[src/rtl/core/i2cem_pkg.sv]
// Shared types and constants for the I2C EEPROM transaction master.
package i2cem_pkg;

    localparam int          CfgDataWidth   = 32;
    localparam int          CfgAddrWidth   = 3;

    localparam logic [1:0]  CMD_TICK       = 2'd0;
    localparam logic [1:0]  CMD_WRITE      = 2'd1;
    localparam logic [1:0]  CMD_READ       = 2'd2;

    localparam logic        REG_ACK_WAIT   = 1'b0;
    localparam logic        REG_STOP_GAP   = 1'b1;

    localparam logic [7:0]  ACK_WAIT_RESET = 8'd250;
    localparam logic [7:0]  STOP_GAP_RESET = 8'd1;

    typedef struct packed {
        logic [1:0] command;
        logic [7:0] dev_addr;
        logic [7:0] sub_addr;
        logic [7:0] byte_count;
        logic [7:0] write_data;
        logic       sda_in;
    } t_in_item;

    typedef struct packed {
        logic       scl;
        logic       sda_release;
        logic [7:0] read_data;
        logic       read_valid;
        logic       last_byte;
        logic       byte_taken;
        logic       ack_done;
        logic       ack_seen;
        logic       busy_res;
    } t_out_item;

    typedef struct packed {
        logic [7:0] ack_wait_limit;
        logic [7:0] stop_gap_ticks;
    } t_cfg;

endpackage

[src/rtl/core/i2cem_if.sv]
// Valid/ready channel carrying one payload item per transfer.
interface i2cem_if #(
    parameter type T = logic
) ();
    logic valid;
    logic ready;
    T     data;

    modport source (output valid, output data, input ready);
    modport sink   (input valid, input data, output ready);
endinterface

[src/rtl/core/i2cem_seq.sv]
// Bus phase sequencer: one phase step and one result per advance.
module i2cem_seq (
    input  logic                  i_clk,
    input  logic                  i_rst_n,
    input  logic                  i_adv,
    input  i2cem_pkg::t_in_item   i_item,
    input  i2cem_pkg::t_cfg       i_cfg,
    output i2cem_pkg::t_out_item  o_res
);
    import i2cem_pkg::*;

    localparam logic [4:0] PH_IDLE = 5'd0;
    localparam logic [4:0] PH_ST1  = 5'd1;
    localparam logic [4:0] PH_ST2  = 5'd2;
    localparam logic [4:0] PH_ST3  = 5'd3;
    localparam logic [4:0] PH_TXL  = 5'd4;
    localparam logic [4:0] PH_TXH  = 5'd5;
    localparam logic [4:0] PH_AKR  = 5'd6;
    localparam logic [4:0] PH_AKH  = 5'd7;
    localparam logic [4:0] PH_AKL  = 5'd8;
    localparam logic [4:0] PH_RXL  = 5'd9;
    localparam logic [4:0] PH_RXH  = 5'd10;
    localparam logic [4:0] PH_PAS  = 5'd11;
    localparam logic [4:0] PH_PAH  = 5'd12;
    localparam logic [4:0] PH_PAL  = 5'd13;
    localparam logic [4:0] PH_SP1  = 5'd14;
    localparam logic [4:0] PH_SP2  = 5'd15;
    localparam logic [4:0] PH_SP3  = 5'd16;
    localparam logic [4:0] PH_GAP  = 5'd17;

    localparam logic [1:0] STG_SLAVE = 2'd0;
    localparam logic [1:0] STG_SUB   = 2'd1;
    localparam logic [1:0] STG_RADDR = 2'd2;
    localparam logic [1:0] STG_DATA  = 2'd3;

    logic [4:0] r_phase,      n_phase;
    logic [3:0] r_bit_index,  n_bit_index;
    logic [7:0] r_shift_byte, n_shift_byte;
    logic [8:0] r_bytes_left, n_bytes_left;
    logic [7:0] r_target,     n_target;
    logic [7:0] r_mem_addr,   n_mem_addr;
    logic       r_reading,    n_reading;
    logic [7:0] r_wait,       n_wait;
    logic [1:0] r_stage,      n_stage;

    logic [3:0] bit_inc;
    logic [7:0] wait_inc;
    logic [8:0] bytes_dec;
    logic [7:0] rx_byte;
    logic       last_rx;

    assign bit_inc   = r_bit_index + 4'd1;
    assign wait_inc  = r_wait + 8'd1;
    assign bytes_dec = r_bytes_left - 9'd1;
    assign rx_byte   = {r_shift_byte[6:0], i_item.sda_in};
    assign last_rx   = (r_bytes_left == 9'd1);

    always_comb begin
        n_phase      = r_phase;
        n_bit_index  = r_bit_index;
        n_shift_byte = r_shift_byte;
        n_bytes_left = r_bytes_left;
        n_target     = r_target;
        n_mem_addr   = r_mem_addr;
        n_reading    = r_reading;
        n_wait       = r_wait;
        n_stage      = r_stage;
        o_res        = '0;
        o_res.scl         = 1'b1;
        o_res.sda_release = 1'b1;

        unique case (r_phase)
            PH_IDLE: begin
                if (i_item.command == CMD_WRITE || i_item.command == CMD_READ) begin
                    n_target     = {i_item.dev_addr[7:1], 1'b0};
                    n_mem_addr   = i_item.sub_addr;
                    n_bytes_left = (i_item.byte_count == 8'd0) ? 9'd256
                                                              : {1'b0, i_item.byte_count};
                    n_reading    = (i_item.command == CMD_READ);
                    n_stage      = STG_SLAVE;
                    n_phase      = PH_ST1;
                end
            end
            PH_ST1: n_phase = PH_ST2;
            PH_ST2: begin
                o_res.sda_release = 1'b0;
                n_phase = PH_ST3;
            end
            PH_ST3: begin
                o_res.scl         = 1'b0;
                o_res.sda_release = 1'b0;
                n_shift_byte = (r_stage == STG_RADDR) ? {r_target[7:1], 1'b1} : r_target;
                n_bit_index  = 4'd0;
                n_phase      = PH_TXL;
            end
            PH_TXL: begin
                o_res.scl         = 1'b0;
                o_res.sda_release = r_shift_byte[7];
                n_phase = PH_TXH;
            end
            PH_TXH: begin
                o_res.sda_release = r_shift_byte[7];
                n_shift_byte = {r_shift_byte[6:0], 1'b0};
                n_bit_index  = bit_inc;
                if (bit_inc >= 4'd8) begin
                    n_wait  = 8'd0;
                    n_phase = PH_AKR;
                end else begin
                    n_phase = PH_TXL;
                end
            end
            PH_AKR: begin
                o_res.scl = 1'b0;
                n_phase = PH_AKH;
            end
            PH_AKH: begin
                if (!i_item.sda_in) begin
                    o_res.ack_done = 1'b1;
                    o_res.ack_seen = 1'b1;
                    n_phase = PH_AKL;
                end else if (r_wait >= i_cfg.ack_wait_limit) begin
                    o_res.ack_done = 1'b1;
                    n_phase = PH_AKL;
                end else begin
                    n_wait = wait_inc;
                end
            end
            PH_AKL: begin
                o_res.scl = 1'b0;
                unique case (r_stage)
                    STG_SLAVE: begin
                        n_stage      = STG_SUB;
                        n_shift_byte = r_mem_addr;
                        n_bit_index  = 4'd0;
                        n_phase      = PH_TXL;
                    end
                    STG_SUB: begin
                        if (r_reading) begin
                            n_stage = STG_RADDR;
                            n_phase = PH_ST1;
                        end else begin
                            n_stage          = STG_DATA;
                            n_shift_byte     = i_item.write_data;
                            n_bit_index      = 4'd0;
                            n_phase          = PH_TXL;
                            o_res.byte_taken = 1'b1;
                            o_res.last_byte  = last_rx;
                        end
                    end
                    STG_RADDR: begin
                        n_bit_index  = 4'd0;
                        n_shift_byte = 8'd0;
                        n_phase      = PH_RXL;
                    end
                    default: begin
                        n_bytes_left = bytes_dec;
                        if (bytes_dec == 9'd0) begin
                            n_phase = PH_SP1;
                        end else begin
                            n_shift_byte     = i_item.write_data;
                            n_bit_index      = 4'd0;
                            n_phase          = PH_TXL;
                            o_res.byte_taken = 1'b1;
                            o_res.last_byte  = (bytes_dec == 9'd1);
                        end
                    end
                endcase
            end
            PH_RXL: begin
                o_res.scl = 1'b0;
                n_phase = PH_RXH;
            end
            PH_RXH: begin
                n_shift_byte = rx_byte;
                n_bit_index  = bit_inc;
                if (bit_inc >= 4'd8) begin
                    o_res.read_valid = 1'b1;
                    o_res.read_data  = rx_byte;
                    o_res.last_byte  = last_rx;
                    n_phase = PH_PAS;
                end else begin
                    n_phase = PH_RXL;
                end
            end
            PH_PAS: begin
                o_res.scl         = 1'b0;
                o_res.sda_release = last_rx;
                n_phase = PH_PAH;
            end
            PH_PAH: begin
                o_res.sda_release = last_rx;
                n_phase = PH_PAL;
            end
            PH_PAL: begin
                o_res.scl         = 1'b0;
                o_res.sda_release = last_rx;
                n_bytes_left = bytes_dec;
                if (bytes_dec == 9'd0) begin
                    n_phase = PH_SP1;
                end else begin
                    n_bit_index  = 4'd0;
                    n_shift_byte = 8'd0;
                    n_phase      = PH_RXL;
                end
            end
            PH_SP1: begin
                o_res.scl         = 1'b0;
                o_res.sda_release = 1'b0;
                n_phase = PH_SP2;
            end
            PH_SP2: begin
                o_res.sda_release = 1'b0;
                n_phase = PH_SP3;
            end
            PH_SP3: begin
                n_wait  = 8'd0;
                n_phase = (i_cfg.stop_gap_ticks == 8'd0) ? PH_IDLE : PH_GAP;
            end
            PH_GAP: begin
                n_wait = wait_inc;
                if (wait_inc >= i_cfg.stop_gap_ticks) begin
                    n_phase = PH_IDLE;
                end
            end
            default: n_phase = PH_IDLE;
        endcase

        o_res.busy_res = (n_phase != PH_IDLE);
    end

    always_ff @(posedge i_clk) begin
        if (!i_rst_n) begin
            r_phase      <= PH_IDLE;
            r_bit_index  <= '0;
            r_shift_byte <= '0;
            r_bytes_left <= '0;
            r_target     <= '0;
            r_mem_addr   <= '0;
            r_reading    <= 1'b0;
            r_wait       <= '0;
            r_stage      <= STG_SLAVE;
        end else if (i_adv) begin
            r_phase      <= n_phase;
            r_bit_index  <= n_bit_index;
            r_shift_byte <= n_shift_byte;
            r_bytes_left <= n_bytes_left;
            r_target     <= n_target;
            r_mem_addr   <= n_mem_addr;
            r_reading    <= n_reading;
            r_wait       <= n_wait;
            r_stage      <= n_stage;
        end
    end

endmodule

[src/rtl/core/i2c_eeprom_transaction_master.sv]
// Top level: I2C EEPROM transaction master with tick channels and APB registers.
//
//   channel  | direction | payload
//   ---------+-----------+-------------------------------------------------
//   i_cmd    | in        | command, dev_addr, sub_addr, byte_count, ...
//   o_res    | out       | scl, sda_release, read_data, flags, busy_res
//   APB      | in/out    | ack_wait_limit (0x0), stop_gap_ticks (0x4)
//
// One tick per cycle unless stalled: each transfer on i_cmd steps the phase sequencer
// once and lands its result in the output register on the same edge.
// The output register is refilled while its result leaves, so a stall only
// holds i_cmd when o_res is full and not taken.
// Synchronous reset returns the sequencer to idle with both lines released.
module i2c_eeprom_transaction_master (
    input  logic                               i_clk,
    input  logic                               i_rst_n,
    i2cem_if.sink                              i_cmd,
    i2cem_if.source                            o_res,
    input  logic                               psel,
    input  logic                               penable,
    input  logic                               pwrite,
    input  logic [i2cem_pkg::CfgAddrWidth-1:0] paddr,
    input  logic [i2cem_pkg::CfgDataWidth-1:0] pwdata,
    output logic [i2cem_pkg::CfgDataWidth-1:0] prdata,
    output logic                               pready
);
    import i2cem_pkg::*;

    t_cfg      r_cfg;
    t_out_item n_out;
    t_out_item r_out;
    logic      r_out_valid;
    logic      adv;
    logic      cfg_wr;
    logic      reg_sel;

    assign reg_sel     = paddr[2];
    assign pready      = 1'b1;
    assign cfg_wr      = psel && penable && pwrite && pready;
    assign prdata      = (reg_sel == REG_ACK_WAIT)
                       ? {{(CfgDataWidth-8){1'b0}}, r_cfg.ack_wait_limit}
                       : {{(CfgDataWidth-8){1'b0}}, r_cfg.stop_gap_ticks};

    always_ff @(posedge i_clk) begin
        if (!i_rst_n) begin
            r_cfg.ack_wait_limit <= ACK_WAIT_RESET;
            r_cfg.stop_gap_ticks <= STOP_GAP_RESET;
        end else if (cfg_wr) begin
            unique case (reg_sel)
                REG_ACK_WAIT: r_cfg.ack_wait_limit <= pwdata[7:0];
                REG_STOP_GAP: r_cfg.stop_gap_ticks <= pwdata[7:0];
                default:      r_cfg.stop_gap_ticks <= r_cfg.stop_gap_ticks;
            endcase
        end
    end

    assign i_cmd.ready = !r_out_valid || o_res.ready;
    assign adv         = i_cmd.valid && i_cmd.ready;

    i2cem_seq u_seq (
        .i_clk   (i_clk),
        .i_rst_n (i_rst_n),
        .i_adv   (adv),
        .i_item  (i_cmd.data),
        .i_cfg   (r_cfg),
        .o_res   (n_out)
    );

    always_ff @(posedge i_clk) begin
        if (!i_rst_n) begin
            r_out_valid <= 1'b0;
        end else if (adv) begin
            r_out_valid <= 1'b1;
        end else if (o_res.ready) begin
            r_out_valid <= 1'b0;
        end
    end

    always_ff @(posedge i_clk) begin
        if (adv) begin
            r_out <= n_out;
        end
    end

    assign o_res.valid = r_out_valid;
    assign o_res.data  = r_out;

endmodule

[src/flat_wrapper.sv]
// flat-port wrapper written by rule: the top's interface ports become plain ports
module i2c_eeprom_transaction_master_flat import i2cem_pkg::*;
  (i_clk, i_rst_n, psel, penable, pwrite, paddr, pwdata, prdata, pready, i_cmd_valid, i_cmd_data, i_cmd_ready, o_res_valid, o_res_data, o_res_ready);
  i2cem_if #(.T(t_in_item)) i_cmd_i ();
  i2cem_if #(.T(t_out_item)) o_res_i ();
  input  logic i_clk;
  input  logic i_rst_n;
  input  logic psel;
  input  logic penable;
  input  logic pwrite;
  input  logic [i2cem_pkg::CfgAddrWidth-1:0] paddr;
  input  logic [i2cem_pkg::CfgDataWidth-1:0] pwdata;
  output logic [i2cem_pkg::CfgDataWidth-1:0] prdata;
  output logic pready;
  input wire logic [$bits(i_cmd_i.valid)-1:0] i_cmd_valid;
  input wire logic [$bits(i_cmd_i.data)-1:0] i_cmd_data;
  output wire logic [$bits(i_cmd_i.ready)-1:0] i_cmd_ready;
  output wire logic [$bits(o_res_i.valid)-1:0] o_res_valid;
  output wire logic [$bits(o_res_i.data)-1:0] o_res_data;
  input wire logic [$bits(o_res_i.ready)-1:0] o_res_ready;
  assign i_cmd_i.valid = i_cmd_valid;
  assign i_cmd_i.data = i_cmd_data;
  assign i_cmd_ready = i_cmd_i.ready;
  assign o_res_valid = o_res_i.valid;
  assign o_res_data = o_res_i.data;
  assign o_res_i.ready = o_res_ready;
  i2c_eeprom_transaction_master u_core (.i_clk(i_clk), .i_rst_n(i_rst_n), .i_cmd(i_cmd_i), .o_res(o_res_i), .psel(psel), .penable(penable), .pwrite(pwrite), .paddr(paddr), .pwdata(pwdata), .prdata(prdata), .pready(pready));
endmodule
[config.mk]
export PLATFORM = sky130hd
export DESIGN_NAME = i2c_eeprom_transaction_master_flat
export DESIGN_NICKNAME = d
export VERILOG_FILES = /design/src/rtl/core/i2cem_pkg.sv /design/src/rtl/core/i2cem_if.sv /design/src/rtl/core/i2cem_seq.sv /design/src/rtl/core/i2c_eeprom_transaction_master.sv /design/src/flat_wrapper.sv
export SDC_FILE = /design/constraint.sdc
export NUM_CORES = 1
export LEC_CHECK = 0
export BUFFER_PORTS_ARGS = -buffer_cell sky130_fd_sc_hd__buf_2
export CORE_ASPECT_RATIO = 1.5
export CORE_UTILIZATION = 40
export CTS_CLUSTER_SIZE = 30
export DETAILED_ROUTE_END_ITERATION = 10
export SLEW_MARGIN = 40
export SYNTH_ARGS = -nofsm -noshare
export SYNTH_HDL_FRONTEND = slang
export SYNTH_SLANG_ARGS = --single-unit
[constraint.sdc]
create_clock -name i_clk -period 3 [get_ports i_clk]
set_input_delay 0.3 -clock i_clk [delete_from_list [all_inputs] [get_ports i_clk]]
set_output_delay 0.3 -clock i_clk [all_outputs]
set_load 0.005 [all_outputs]
After elaboration in Yosys (flattened, before gate mapping)
Cells that the tools add are included.
Storage, ports and cells
  register bits: 85
  output and inout bits: 51
  input port bits: 77
  logic and storage cells: 141
Operators by class
  reduce and logical (&&, ||, !) cells: 34
  add/sub/neg operators: 3
  mux-type cells: 47
  eq/ne operators: 32
  $lt $le $gt $ge: 3
  bitwise operators: 1
Operators with widths (count)
  5-bit case mux with 18 select lines: 1
  8-bit two-way mux: 7
  5-bit by 4-bit equality test with 1-bit output, second input constant: 8
  8-bit case mux with 5 select lines: 1
  8-bit case mux with 4 select lines: 1
  9-bit two-way mux: 3
  9-bit case mux with 3 select lines: 1
  5-bit two-way mux: 5
  8-bit case mux with 3 select lines: 1
  5-bit by 3-bit equality test with 1-bit output, second input constant: 4
  9-bit by 1-bit equality test with 1-bit output, second input constant: 2
  8-bit >= comparator: 2
  8-bit zero test: 2
  4-bit case mux with 4 select lines: 1
  5-bit case mux with 3 select lines: 1
  2-bit two-way mux: 6
  4-bit two-way mux: 3
  2-bit inequality test, second input constant: 6
  2-bit case mux with 2 select lines: 3
  5-bit by 2-bit equality test with 1-bit output, second input constant: 2
  5-bit equality test, second input constant: 2
  5-bit AND reduction: 2
  5-bit nonzero test: 2
  9-bit zero test: 1
  other kinds (31): 53

Depth between registers and ports, before layout
  depth in word-level cells: 6
  depth in mapped cells: 11
  depth with buffers taken out: 11

By module
From an unflattened synthesis, not the netlist that was laid out.
Unflattened totals
  cell total of the unflattened synthesis: 630
  area, all modules: 5310.1 sq um
Modules (own cells, without submodules)
  i2cem_seq: times used 1, area an instance 3802.4 sq um, cells an instance 503, sequential area each 1041.0 sq um
  i2c_eeprom_transaction_master: times used 1, area an instance 1507.7 sq um, cells an instance 127, sequential area each 820.8 sq um

Worst setup path after synthesis
Ideal clock, no wire load.
  path type: register to register
  from: register u_core.u_seq.r_wait[2]
  to: register u_core.r_out (netlist bit u_core.o_res.data[0]), data pin
  setup time: 0.269 ns
  period minus slack after synthesis: 2.319 ns
  slack: 0.681 ns
  required time: 2.731 ns
  data arrival time: 2.050 ns
  buffers on the path: 0
  stages on the path, launching flop included: 12
  cell sequence: dfxtp_1 -> nand3_1 -> nor2_1 -> nand3_1 -> xnor2_1 -> ha_1 -> nand2_1 -> o2111ai_1 -> a31oi_1 -> nor3_1 -> and3_1 -> nand4b_1
RTL lines
  start: declaration: RTL line i2cem_seq.sv:43  | logic [7:0] r_wait, n_wait;
  start signal: assignment: RTL line i2cem_seq.sv:250  | r_wait <= n_wait;
  end signal: assignment: RTL line i2c_eeprom_transaction_master.sv:81  | r_out <= n_out;
  end: declaration: RTL line i2c_eeprom_transaction_master.sv:31  | t_out_item r_out;

==> impl_metrics.env <==
export IMPL_critPathKind="reg -> reg"
export IMPL_ir_drop_v=0.000268
export IMPL_fmax_ghz=0.373
export IMPL_mappedNetlistArea_mm2=0.00518
export IMPL_grt_pass1_wl_um=21600
export IMPL_setup_violations=0
export IMPL_placedInstanceArea_mm2=0.00560
export IMPL_cp_start_kind="flop"
export IMPL_crit_arrival_ns=2.76
export IMPL_status="finished clean"
export IMPL_final_area_mm2=0.00592
export IMPL_cts_tree="built"
export IMPL_required_ns=3.08
export IMPL_drive_gt1_share_pct=18.0
export IMPL_wire_per_inst_um=15.2
export IMPL_synthCells=665
export IMPL_clock_skew_ns=0.00960
export IMPL_rows=50
export IMPL_grt_ovfl_total=0
export IMPL_firstDrtPassIters=5
export IMPL_async_reset_ff_share_pct=0
export IMPL_total_power_mw=2.93
export IMPL_antenna_found_initial=0
export IMPL_cts_clk_slew_worst_paths_ns=0.06
export IMPL_cts_hold_buf=0
export IMPL_initial_core_util_pct=41.2
export IMPL_synth_cell_types=71
export IMPL_post_route_worst_setup_slack_ns=0.319
export IMPL_finalNetCount=827
export IMPL_slew_violations=0
export IMPL_seq_area_frac_synth_pct=35.9
export IMPL_preCtsSetupSlack_ns=0.328
export IMPL_core_mm2=0.0126
export IMPL_drt_vias_per_instance=5.50
export IMPL_grt_setup_unrepaired="no"
export IMPL_hp_class="in -> reg"
export IMPL_synth_edf_count=16
export IMPL_min_period_ns=2.68
export IMPL_die_y_um=141
export IMPL_grt_max_degree=28
export IMPL_cts_htree_levels=3
export IMPL_r2r_start="u_core.u_seq.r_wait[0]"
export IMPL_place_hpwl_um=10100
export IMPL_dieArea_mm2=0.0134
export IMPL_reg2reg_to="u_core.o_res.data[0]"
export IMPL_io_buffers=75
export IMPL_multiInputGateArea_mm2=0.00291
export IMPL_period_share_pct=89.4
export IMPL_final_common_cell="nand2_1"
export IMPL_grt_pass1_vias=4496
export IMPL_cp_max_fo=6
export IMPL_hold_viol=0
export IMPL_clock_sinks=85
export IMPL_ys_seq_elements=85
export IMPL_min_from="pwdata[0]"
export IMPL_cts_max_path_buffers=2
export IMPL_synth_flop_cell="dfxtp_1"
export IMPL_startpoint="u_core.u_seq.r_wait[0]"
export IMPL_clkLatencyLatePin_ns=0.34
export IMPL_slew_limit_headroom_pct=48.6
export IMPL_critPathCaptureType="flop"
export IMPL_r2r_setup_slack_ns=0.32
export IMPL_power_density_mw_per_mm2=494
export IMPL_max_cap_viol_count=0
export IMPL_tightest_slew_ns=0.766
export IMPL_syn_avg_cell_area_um2=7.79
export IMPL_layout_common_cells="109 x nand2_1, 75 x buf_2, 69 x dfxtp_1, 57 x nor2_1, 57 x a21oi_1"
export IMPL_worstRegToRegCells=11
export IMPL_num_vias=4885
export IMPL_leakage_nw=2.34
export IMPL_drt_first_iter_violations=329
export IMPL_grt_usage_pct=20.6
export IMPL_ant_nets=0
export IMPL_wirelength_um=13500
export IMPL_num_fill_cells=1287
export IMPL_drc=0
export IMPL_syn_to_final_growth_pct=14.3
export IMPL_ff_latch_area_mm2=0.00186
export IMPL_gp_congestion=0.912
export IMPL_post_cts_resized=0
export IMPL_ios=128
export IMPL_post_cts_setup_buffers=0
export IMPL_worstSetupEndpoint="u_core.o_res.data[0]"
export IMPL_fin_tns_setup_ns=0
export IMPL_numCtsBuffers=9
export IMPL_diodes=0
export IMPL_fp_dieW_um=94.9
export IMPL_yosys_warnings=0
export IMPL_cts_root_buf="clkbuf_16"
==> kinds of logic after synthesis <==
logic type	Yosys count	synth area share [%]
AOI/OAI and AO/OA	170	21.1
xor gates and xnor gates	8	1.35
adders and majority gates	23	5.55
buffers and inverters	100	9.68
DFF	85	35.9
muxes	1	0.217
other	2	0.145
and+or+nand+nor	276	26.0
==> layer usage <==
layer / GRT usage [%] / part of all wire, % / vias to the layer above
met2: 38.0 / 53 / 156
met4: 10.4 / 3.5 / 0
met5: 0 / 0 / -
met1: 22.4 / 39 / 2268
met3: 2.68 / 3.9 / 37
li1: - / - / 2424
==> worst min-delay path by stage <==
| stage | to | slack [ns] | cells after the start |
|---|---|---|---|
| floorplan | u_core.r_cfg[0] | 0.42 | 2 |
| global route | u_core.u_seq.r_mem_addr[1] | 0.19 | 3 |
| finish | u_core.r_cfg[0] | 0.19 | 3 |
| detailed placement | u_core.u_seq.r_mem_addr[3] | 0.45 | 2 |
| CTS | u_core.r_cfg[0] | 0.18 | 3 |
| global placement | u_core.u_seq.r_mem_addr[0] | 0.44 | 2 |
==> cell usage after synthesis, types with 6 or more instances <==
cell | number | area (µm²)
ha_1 | 23 | 288
a211oi_1 | 11 | 82.6
or3_1 | 6 | 37.5
nand2_1 | 109 | 409
buf_4 | 26 | 195
nand3_1 | 28 | 140
inv_1 | 35 | 131
nand2b_1 | 7 | 43.8
nor2_1 | 58 | 218
nor2b_1 | 7 | 43.8
nor3b_1 | 8 | 60.1
o211ai_1 | 13 | 97.6
nor3_1 | 16 | 80.1
a31oi_1 | 6 | 37.5
clkbuf_1 | 26 | 97.6
dfxtp_1 | 69 | 1380
o21ai_0 | 39 | 195
edfxtp_1 | 16 | 480
buf_2 | 8 | 40.0
a21oi_1 | 57 | 285
o221ai_1 | 7 | 61.3
==> critical path: stages, from the launching register on <==
cell	delay, ns
dfxtp_1	0.43
ha_1	0.25
nand3_1	0.18
nor2_1	0.19
xor2_1	0.10
ha_1	0.29
nand2_1	0.06
o2111ai_1	0.20
a31oi_1	0.09
nor3_1	0.26
and3_1	0.24
nand4b_1	0.12
==> flip-flops by register name, indices dropped and copies added, names as in the netlist <==
register                   flops
u_core.u_seq.r_bit_index       4
u_core.u_seq.r_stage           2
u_core.u_seq.r_shift_byte      8
u_core.o_res.data             16
u_core.u_seq.r_phase           5
u_core.u_seq.r_bytes_left      9
u_core.u_seq.r_reading         1
u_core.u_seq.r_mem_addr        8
u_core.o_res.valid             1
u_core.u_seq.r_wait            8
u_core.u_seq.r_target          7
u_core.r_cfg                  16
==> final cells by class <==
cell class	instances	share of cell area, %
multi-input cells	503	49.1
flip-flops and latches	85	31.4
repair buffers	91	8.37
clock buffers	11	4.10
well taps	156	3.30
inverters	37	2.34
clock inverters	5	1.39
==> power breakdown <==
part / switching [mW] / leakage (nW) / internal (mW)
Sequential: 0.0509 / 0.719 / 1.21
Clock: 0.466 / 0.160 / 0.756
Combinational: 0.265 / 1.46 / 0.176
==> stage by stage <==
| step | hold WS, ns | instances | util (%) |
|---|---|---|---|
| final | 0.185 | 888 | 47.1 |
| after global routing | 0.186 | 888 | 47.1 |
| after CTS | 0.180 | 888 | 47.1 |
| after detailed placement | 0.446 | 872 | 44.5 |
| after global placement | 0.443 | 872 | 44.5 |
| after floorplan | 0.424 | 688 | - |
Note: power is estimated with default switching activity, not from simulation.
